[src/hdl/bdd_pkg.sv]
// Package for the bounded deque with delete: field widths, action and status
// codes, the cell load selector and the request and result structs.
// No dependencies.
package bdd_pkg;

  localparam int DataW        = 32;
  localparam int ActionW      = 3;
  localparam int StatusW      = 2;
  localparam int FillW        = 5;
  localparam int DefaultDepth = 16;

  // Request actions.
  localparam logic [ActionW-1:0] ActPushFront = 3'd0;
  localparam logic [ActionW-1:0] ActPushBack  = 3'd1;
  localparam logic [ActionW-1:0] ActPopFront  = 3'd2;
  localparam logic [ActionW-1:0] ActPopBack   = 3'd3;
  localparam logic [ActionW-1:0] ActDelete    = 3'd4;
  localparam logic [ActionW-1:0] ActDump      = 3'd5;

  // Result status codes.
  localparam logic [StatusW-1:0] StOk       = 2'd0;
  localparam logic [StatusW-1:0] StEmpty    = 2'd1;
  localparam logic [StatusW-1:0] StNotFound = 2'd2;
  localparam logic [StatusW-1:0] StFull     = 2'd3;

  // What a cell loads at the next clock edge.
  typedef enum logic [2:0] {
    SelHold,
    SelLeft,
    SelRight,
    SelValue,
    SelFront
  } sel_e;

  typedef struct packed {
    logic [ActionW-1:0]      action;
    logic signed [DataW-1:0] value;
  } req_t;

  typedef struct packed {
    logic [StatusW-1:0]      status;
    logic signed [DataW-1:0] data;
    logic                    last;
    logic [FillW-1:0]        fill;
  } res_t;

endpackage

[src/hdl/bdd_cell.sv]
// One storage cell of the deque chain: holds one entry and takes its next
// value from a neighbor, the request value or the front cell.
// Depends on bdd_pkg.
module bdd_cell (
  input  logic                             clk_i,
  input  bdd_pkg::sel_e                    sel_i,
  input  logic                             in_use_i,
  input  logic signed [bdd_pkg::DataW-1:0] left_i,
  input  logic signed [bdd_pkg::DataW-1:0] right_i,
  input  logic signed [bdd_pkg::DataW-1:0] front_i,
  input  logic signed [bdd_pkg::DataW-1:0] value_i,
  input  logic                             hit_before_i,
  output logic                             hit_o,
  output logic signed [bdd_pkg::DataW-1:0] data_o
);
  import bdd_pkg::*;

  logic signed [DataW-1:0] data_q, data_d;

  // The hit flag ripples down the chain, so it is high from the first held
  // match onward.
  assign hit_o  = hit_before_i | (in_use_i & (data_q == value_i));
  assign data_o = data_q;

  always_comb begin
    unique case (sel_i)
      SelLeft:  data_d = left_i;
      SelRight: data_d = right_i;
      SelValue: data_d = value_i;
      SelFront: data_d = front_i;
      default:  data_d = data_q;
    endcase
  end

  always_ff @(posedge clk_i) begin
    data_q <= data_d;
  end

endmodule

[src/hdl/bounded_deque_with_delete.sv]
// Top level of the bounded deque with delete: the occupancy counter, the
// request decoder, the dump sequencer and the output register over a chain
// of bdd_cell instances. Depends on bdd_pkg and bdd_cell.

// The block keeps an ordered list of up to DEPTH signed 32-bit values in a
// row of cells, front in cell 0. Push front shifts every cell one place
// toward the back, push back writes the cell just past the fill, pop front
// shifts every cell toward the front, and pop back only lowers the count.
// A delete compares the value in every held cell at once; a hit flag
// ripples down the chain and every cell at or behind the first match takes
// its right neighbor, which closes the gap and keeps the order of the rest.
// Each of these requests gives one result. A dump of N held entries is
// accepted and then sends one entry per step, each step waiting until the
// output register is free: in each step the front cell goes to the output
// register and the held part of the chain rotates by one place, so after N
// steps the list stands as before. New requests are held off during a dump.
// A dump of an empty list gives one result with the empty status. A push to
// a full list is refused with the full status, a pop or delete on an empty
// list gives the empty status and a delete of an absent value gives the not
// found status. Unknown actions change nothing and give an ok result. Every
// result carries the fill after its request, taken modulo 32; data is the
// listed entry during a dump and zero otherwise. The result sits in an
// output register, so a stalled result holds while the block stays ready as
// soon as that register is free.
module bounded_deque_with_delete #(
  parameter int DEPTH = bdd_pkg::DefaultDepth
) (
  input  logic          clk_i,
  input  logic          rst_ni,
  input  logic          in_valid_i,
  output logic          in_stall_o,
  input  bdd_pkg::req_t in_req_i,
  output logic          out_valid_o,
  input  logic          out_stall_i,
  output bdd_pkg::res_t out_res_o
);
  import bdd_pkg::*;

  localparam int OccW = $clog2(DEPTH + 1);
  localparam logic [OccW-1:0] OccFull = OccW'(DEPTH);
  localparam logic [OccW-1:0] OccOne  = OccW'(1);

  // Control state.
  logic [OccW-1:0] occ_q, occ_d;
  logic [OccW-1:0] rem_q, rem_d;
  logic            dump_q, dump_d;
  logic            out_valid_q, out_valid_d;

  // Result payload.
  res_t res_q, res_d;

  // Chain wiring.
  sel_e                    sel[DEPTH];
  logic                    in_use[DEPTH];
  logic signed [DataW-1:0] cell_data[DEPTH];
  logic                    hit[DEPTH+1];

  logic take;
  logic out_free;
  logic is_full;
  logic is_empty;
  logic found;

  assign out_free   = !out_valid_q || !out_stall_i;
  assign in_stall_o = dump_q || !out_free;
  assign take       = in_valid_i && !in_stall_o;
  assign is_full    = (occ_q == OccFull);
  assign is_empty   = (occ_q == '0);
  assign found      = hit[DEPTH];
  assign hit[0]     = 1'b0;

  for (genvar g = 0; g < DEPTH; g++) begin : g_cell
    logic signed [DataW-1:0] left_w;
    logic signed [DataW-1:0] right_w;

    assign in_use[g] = (OccW'(g) < occ_q);

    // The front cell never loads from its left, so that end is tied to a harmless
    // source; the back cell's right input is its own value, so loading it holds.
    if (g == 0) begin : g_front
      assign left_w = in_req_i.value;
    end else begin : g_inner_left
      assign left_w = cell_data[g-1];
    end
    if (g == DEPTH - 1) begin : g_back
      assign right_w = cell_data[g];
    end else begin : g_inner_right
      assign right_w = cell_data[g+1];
    end

    bdd_cell u_cell (
      .clk_i        (clk_i),
      .sel_i        (sel[g]),
      .in_use_i     (in_use[g]),
      .left_i       (left_w),
      .right_i      (right_w),
      .front_i      (cell_data[0]),
      .value_i      (in_req_i.value),
      .hit_before_i (hit[g]),
      .hit_o        (hit[g+1]),
      .data_o       (cell_data[g])
    );
  end

  always_comb begin
    occ_d       = occ_q;
    rem_d       = rem_q;
    dump_d      = dump_q;
    res_d       = res_q;
    out_valid_d = out_valid_q && out_stall_i;
    for (int i = 0; i < DEPTH; i++) begin
      sel[i] = SelHold;
    end

    if (dump_q && out_free) begin
      // One dump step: send the front entry and rotate the held part.
      res_d.status = StOk;
      res_d.data   = cell_data[0];
      res_d.last   = (rem_q == OccOne);
      res_d.fill   = FillW'(occ_q);
      out_valid_d  = 1'b1;
      rem_d        = rem_q - OccOne;
      dump_d       = (rem_q != OccOne);
      for (int i = 0; i < DEPTH; i++) begin
        if (OccW'(i) + OccOne == occ_q) begin
          sel[i] = SelFront;
        end else if (OccW'(i) + OccOne < occ_q) begin
          sel[i] = SelRight;
        end
      end
    end else if (take) begin
      res_d.status = StOk;
      res_d.data   = '0;
      res_d.last   = 1'b1;
      out_valid_d  = 1'b1;
      unique case (in_req_i.action)
        ActPushFront: begin
          if (is_full) begin
            res_d.status = StFull;
          end else begin
            occ_d = occ_q + OccOne;
            for (int i = 0; i < DEPTH; i++) begin
              sel[i] = (i == 0) ? SelValue : SelLeft;
            end
          end
        end
        ActPushBack: begin
          if (is_full) begin
            res_d.status = StFull;
          end else begin
            occ_d = occ_q + OccOne;
            for (int i = 0; i < DEPTH; i++) begin
              if (OccW'(i) == occ_q) begin
                sel[i] = SelValue;
              end
            end
          end
        end
        ActPopFront: begin
          if (is_empty) begin
            res_d.status = StEmpty;
          end else begin
            occ_d = occ_q - OccOne;
            for (int i = 0; i < DEPTH; i++) begin
              sel[i] = SelRight;
            end
          end
        end
        ActPopBack: begin
          if (is_empty) begin
            res_d.status = StEmpty;
          end else begin
            occ_d = occ_q - OccOne;
          end
        end
        ActDelete: begin
          if (is_empty) begin
            res_d.status = StEmpty;
          end else if (!found) begin
            res_d.status = StNotFound;
          end else begin
            occ_d = occ_q - OccOne;
            for (int i = 0; i < DEPTH; i++) begin
              if (hit[i+1]) begin
                sel[i] = SelRight;
              end
            end
          end
        end
        ActDump: begin
          if (is_empty) begin
            res_d.status = StEmpty;
          end else begin
            // The entries follow from the dump sequencer.
            out_valid_d = 1'b0;
            dump_d      = 1'b1;
            rem_d       = occ_q;
          end
        end
        default: begin
          // Unknown actions leave the list alone and report ok.
        end
      endcase
      res_d.fill = FillW'(occ_d);
    end
  end

  always_ff @(posedge clk_i or negedge rst_ni) begin
    if (!rst_ni) begin
      occ_q       <= '0;
      rem_q       <= '0;
      dump_q      <= 1'b0;
      out_valid_q <= 1'b0;
    end else begin
      occ_q       <= occ_d;
      rem_q       <= rem_d;
      dump_q      <= dump_d;
      out_valid_q <= out_valid_d;
    end
  end

  always_ff @(posedge clk_i) begin
    res_q <= res_d;
  end

  assign out_valid_o = out_valid_q;
  assign out_res_o   = res_q;

endmodule

[config.mk]
export PLATFORM = sky130hd
export DESIGN_NAME = bounded_deque_with_delete
export DESIGN_NICKNAME = d
export VERILOG_FILES = /design/src/hdl/bdd_pkg.sv /design/src/hdl/bdd_cell.sv /design/src/hdl/bounded_deque_with_delete.sv
export SDC_FILE = /design/constraint.sdc
export NUM_CORES = 2
export LEC_CHECK = 0
export BUFFER_PORTS_ARGS = -buffer_cell sky130_fd_sc_hd__buf_4
export CORE_ASPECT_RATIO = 1.1
export CORE_MARGIN = 2
export CORE_UTILIZATION = 45
export CTS_BUF_LIST = sky130_fd_sc_hd__clkbuf_8
export CTS_CLUSTER_SIZE = 12
export DETAILED_ROUTE_END_ITERATION = 16
export SYNTH_ARGS = -nofsm -noshare
export SYNTH_HDL_FRONTEND = slang
export SYNTH_SLANG_ARGS = --single-unit
[constraint.sdc]
create_clock -name clk_i -period 6.31 [get_ports clk_i]
set_input_delay 0.3155 -clock clk_i [delete_from_list [all_inputs] [get_ports clk_i]]
set_output_delay 0.3155 -clock clk_i [all_outputs]
set_load 0.02 [all_outputs]
### Word level (Yosys, flattened, before mapping)

Index checks and enable logic that the tools add are counted.

* eq/ne operators: 103
* bitwise operators: 32
* reduce and logical (&&, ||, !) cells: 36
* mux-type cells: 111
* magnitude comparators: 17
* $add $sub $neg: 3

Operator list (count)
* case mux 32 bit (4 select lines): 13
* equality test 32 bit: 16
* 2-to-1 mux 47 bit: 6
* case mux 32 bit (3 select lines): 2
* case mux 47 bit (4 select lines): 1
* 2-to-1 mux 2 bit: 50
* equality test 3 x 2 -> 1 bit, second input constant: 33
* 2-to-1 mux 38 bit: 2
* case mux 32 bit (2 select lines): 1
* nonzero test 4 bit: 13
* equality test 3 x 1 -> 1 bit, second input constant: 17
* equality test 3 bit, second input constant: 17
* 2-to-1 mux 3 bit: 16
* 2-to-1 mux 48 bit: 1
* equality test 4 x 5 -> 1 bit, first input constant: 8
* less-than comparator 4 x 5 -> 1 bit, first input constant: 8
* 2-to-1 mux 5 bit: 8
* equality test 3 x 5 -> 1 bit, first input constant: 4
* less-than comparator 3 x 5 -> 1 bit, first input constant: 4
* AND 1 bit: 16
* OR 1 bit: 15
* case mux 5 bit (3 select lines): 1
* equality test 2 x 5 -> 1 bit, first input constant: 2
* less-than comparator 1 x 5 -> 1 bit, first input constant: 2
* other kinds (24): 46

* logic and storage cells: 326
* output and inout port bits: 42
* flip-flop bits (word level): 564
* input bits: 39

### Logic depth before layout (Yosys ltp)

* depth in word-level cells: 25
* gate-level depth with buffers: 16
* mapped depth without buffers: 10

### By module

Synthesis repeated with hierarchy kept, for this count alone.

* cells, all modules: 3489
* area, all modules: 39938.3 µm²

By module, submodules not included
* bdd_cell: area an instance 2269.7 µm², cells an instance 193, times used 16, seq. area each 960.9 µm²
* bounded_deque_with_delete: area an instance 3623.5 µm², cells an instance 401, times used 1, seq. area each 1481.4 µm²

### Worst setup path after synthesis

No wires, ideal clock.

* kind: register to register
* from: register occ_q[1]
* to: register g_cell[5].u_cell.data_q[0], enable pin
* setup time: 0.466 ns
* cell stages (with the launch flop): 11
* required time: 5.844 ns
* arrival time: 4.490 ns
* path slack: 1.354 ns
* period minus slack after synthesis: 4.956 ns
* path buffers: 4
* path through: dfrtp_1 -> buf_2 -> buf_1 -> inv_1 -> ha_1 -> clkbuf_1 -> and3_1 -> clkbuf_1 -> nor4_2 -> nor2_1 -> o21ai_0

* word-level cells in the longest chain between the ends: 24
* elaborated cells between the ends (all ways): 68
* classes of those cells: order compare (16); eq/ne (7); mux (12); bitwise (31); reduce/logical (2)

Ends and longest elaborated chain
* start: declaration: RTL line bounded_deque_with_delete.sv:44 `logic [OccW-1:0] occ_q, occ_d;`
* start signal: assignment: RTL line bounded_deque_with_delete.sv:210 `occ_q <= '0;`
* start signal: assignment: RTL line bounded_deque_with_delete.sv:215 `occ_q <= occ_d;`
* less-than comparator 1 x 5 -> 1 bit: RTL line bounded_deque_with_delete.sv:76 `assign in_use[g] = (OccW'(g) < occ_q);`
* AND 1 bit: RTL line bdd_cell.sv:22 `assign hit_o = hit_before_i | (in_use_i & (data_q == value_i));`
* OR 1 bit (15 in a row): RTL line bdd_cell.sv:22
* 2-to-1 mux 47 bit: RTL line bounded_deque_with_delete.sv:179 `end else if (!found) begin`
* 2-to-1 mux 47 bit: RTL line bounded_deque_with_delete.sv:177 `if (is_empty) begin`
* case mux 47 bit (4 select lines): RTL line bounded_deque_with_delete.sv:136 `unique case (in_req_i.action)`
* 2-to-1 mux 47 bit: RTL line bounded_deque_with_delete.sv:131 `end else if (take) begin`
* 2-to-1 mux 48 bit (*): RTL line bounded_deque_with_delete.sv:115 `if (dump_q && out_free) begin`
* equality test 3 x 1 -> 1 bit, or another cell as far along: RTL line bdd_cell.sv:26 `unique case (sel_i)`
* nonzero test 4 bit (no line) (*)
* end signal: assignment: RTL line bdd_cell.sv:36 `data_q <= data_d;`
* end: declaration: RTL line bdd_cell.sv:18 `logic signed [DataW-1:0] data_q, data_d;`

Mark *: on every way between the ends. The rest lies on a longest branch, timed or not.
A chain may end at the register's enable or synchronous reset.

### Final worst setup path

* from: register occ_q[2]
* to: register g_cell[6].u_cell.data_q[26], enable pin

* word-level cells in the longest chain between the ends: 24
* elaborated cells between the ends (all ways): 68
* classes of those cells: order compare (16); eq/ne (7); mux (12); bitwise (31); reduce/logical (2)

Ends and longest elaborated chain (RTL line)
* less-than comparator 1 x 5 -> 1 bit: bounded_deque_with_delete.sv:76
* AND 1 bit: bdd_cell.sv:22
* OR 1 bit (15 in a row): bdd_cell.sv:22
* 2-to-1 mux 47 bit: bounded_deque_with_delete.sv:179
* 2-to-1 mux 47 bit: bounded_deque_with_delete.sv:177
* case mux 47 bit (4 select lines): bounded_deque_with_delete.sv:136
* 2-to-1 mux 47 bit: bounded_deque_with_delete.sv:131
* 2-to-1 mux 48 bit (*): bounded_deque_with_delete.sv:115
* equality test 3 x 1 -> 1 bit, or another cell as far along: bdd_cell.sv:26
* nonzero test 4 bit (no line) (*)
* end signal: assignment: bdd_cell.sv:36
* end: declaration: bdd_cell.sv:18

Marked as above.

==> run summary <==
Buffers on Ports: 80
crit path kind: reg2reg
Hold Path Depth: 4
reg-to-reg startpoint: occ_q[2]
YS warnings: 0
H-tree levels: 3
final worst-path setup slack: 1.11 ns
unrepaired setup endpoints after global routing: no
initial antenna violation count: 6
Crit path max-delay family: simple AND/OR/NAND/NOR gates
Mapped Avg Cell Area: 9.80 um2
fin cells: 5232
global-route usage over all layers: 40.0%
Routed Antenna Nets: 0
root buf cell: clkbuf_8
DR top layer: met5
DP Area: 0.0415 mm2
Hold Vio Cnt, Final: 0
Post-DP HPWL: 126 mm
Max Root-Sink Buffers: 3
Final min period: 5.20 ns
Final setup viols: 0
die area: 0.0918 mm2
max cap viols: 0
synth top area cells: edfxtp_1, xor2_1, mux2i_1
die width: 289 um
Rel. slew slack: 7.07%
Critical R2R Capture: g_cell[6].u_cell.data_o[26]
Max stage delay on crit path: 0.72 ns
Critical Path Fanout Max: 33
Leak: 0.0146 uW
Row Count: 115
postcts setup bufs: 0
Worst EP arrival: 5.69 ns
# IOs: 81
pin count of the biggest net entering global routing: 52
share of layout cells above drive strength 1: 11.4%
slowest CP cell: nor3_2
reg2reg setup slack: 1.11 ns
Synth Flop Type: edfxtp_1
Worst Hold Slack: 0.0987 ns
setup slack at placement: 1.24 ns
met2 wire length: 84.3 mm
clock-pin slew on the worst setup and hold paths: 0.06 ns
Hold Crit Class: in2reg
average wire per standard cell: 36.3 um
met3 WL: 21.5 mm
CTS tree: yes
final worst path period share: 82.4%
area leader, netlist: edfxtp_1
first-pass GRT wire length: 265 mm
# resized after CTS: 0
Initial Util: 45.2%
first drt pass iteration count: 9
DR DRC count: 0
final max-slew violation count: 0
synthesis-to-layout area growth: 8.12%
Post-Route Skew: 0.0289 ns
CORE AREA: 0.0891 mm2
Cells after Synth: 4105
hold_buf cts: 7
Post-synth top cells: edfxtp_1, nand2_1, xor2_1
most frequent cell after synthesis: edfxtp_1
asr flop ratio synth: 2.13%
syn_nets: 4151
cell with the most instances on the worst path: buf_4
WL met1: 68.8 mm
post-synth cell types: 85
DRT iter0 DRCs: 6136
GRT overflow: 0
fin nets: 4025
Worst Max-Slew Pin Slew: 1.39 ns
via-per-instance ratio: 7.12
Seq/Total Area, Yosys: 41.9%
Clk Latency, worst-skew pair: 0.78 ns
Vias: 37300
post-route cell area: 0.0435 mm2
Power Density: 406 mW/mm2
Final Wtd Congestion: 0.994
Bufs and invs on worst path: 3
status: finished clean
Max Freq: 192 MHz
critical path startpoint category: flop
hold wc startpoint: in_req_i[32]
die height: 318 um
clk sinks: 564
Post-synth EDFFs: 550
TNS Setup: 0 ns
post-synth top area share: 41.0%
Worst path depth: 12
post-synthesis sequential element count: 564
Reg2Reg Depth: 12
Max IR drop VDD: 0.256 mV
crit-path cells: buf_4 > nor3_2 > o21ai_0 > nand3_1 > nor4_1 > a311o_1 > nor4_4 > a221oi_1 > nor2_2 > buf_4 > nand2_1 > buf_4
vias in the first global route: 35600
CP required: 6.80 ns
crit path capture type: flop
CTS buffer count: 102
drt total wl: 190 mm
dpl cells: 5038
synthesized area: 0.0402 mm2
Hold EP: occ_q[1]
==> stage by stage <==
| stage | total power (uW) | util [%] |
|---|---|---|
| finish | 17600 | 48.9 |
| global route | 18100 | 48.8 |
| CTS | 17300 | 48.8 |
| detailed placement | 13900 | 46.6 |
| global placement | 13800 | 46.6 |
| floorplan | 11000 | - |
==> report_power, final <==
group,total (uW),switching [uW],leakage [uW],internal (uW)
combinational,6700,4340,0.00819,2370
sequential,7500,1670,0.00536,5830
clock,3450,1760,0.00110,1690
==> cell usage in the layout (no fill, tap or decap), types with 105 or more instances in the layout <==
cell type and instances:
mux2i_1 260, a21oi_1 135, nand2_1 464, edfxtp_1 550
buf_4 217, nand3_1 105, xor2_1 339, o21ai_0 123
xnor2_1 180, nor2_1 194, inv_1 124, a221o_1 258
clkbuf_8 106, nor4_1 137
==> sequential cells by signal (all words and copies together), names as in the netlist <==
register              flops
dump_q                    1
g_cell.u_cell.data_o    512
occ_q                     5
out_valid_o               1
out_res_o                40
rem_q                     5
==> layout make-up <==
type	count	area, um2
sequential	564	16900
fill	8495	45600
timing repair buffer	225	1720
inverter	92	345
antenna	3	7.51
tap	1170	1460
clock inverter	78	442
multi-input combinational	2994	21200
clock buffer	106	1460
==> routing by layer <==
layer | track usage [%] | vias up
li1 | - | 15300
met1 | 49.9 | 18200
met2 | 61.4 | 3009
met3 | 9.54 | 787
met4 | 26.8 | 2
met5 | 0 | -
==> worst register-to-register path, cell delays in order, from the launching register on <==
cell      delay (ns)
dfrtp_1         0.52
buf_4           0.28
nor3_2          0.73
o21ai_0         0.41
nand3_1         0.19
nor4_1          0.09
a311o_1         0.44
nor4_4          0.57
a221oi_1        0.23
nor2_2          0.12
buf_4           0.40
nand2_1         0.52
buf_4           0.41
==> worst max path at each step <==
| stage | start | endpoint | slack [ns] |
|---|---|---|---|
| 3_5_place_dp | occ_q[4] | g_cell[13].u_cell.data_o[11] | 1.24 |
| 5_1_grt | occ_q[2] | g_cell[6].u_cell.data_o[26] | 0.85 |
| 4_1_cts | occ_q[4] | g_cell[13].u_cell.data_o[25] | 1.21 |
| 6_report | occ_q[2] | g_cell[6].u_cell.data_o[26] | 1.11 |
| 3_3_place_gp | occ_q[4] | g_cell[13].u_cell.data_o[25] | 1.27 |
| 2_1_floorplan | occ_q[1] | g_cell[5].u_cell.data_o[0] | 1.35 |
==> logic make-up after synthesis <==
kind of cell,Yosys count,share of synthesized area [%]
AND/OR/NAND/NOR,1309,16.2
multiplexers,294,7.42
adder cells (fa/ha/maj),7,0.218
AO/OA/AOI/OAI,863,16.8
buffers and inverters,547,6.12
flip-flops,564,41.9
XOR/XNOR,521,11.4
No activity file was read; power rests on OpenSTA's default activity.
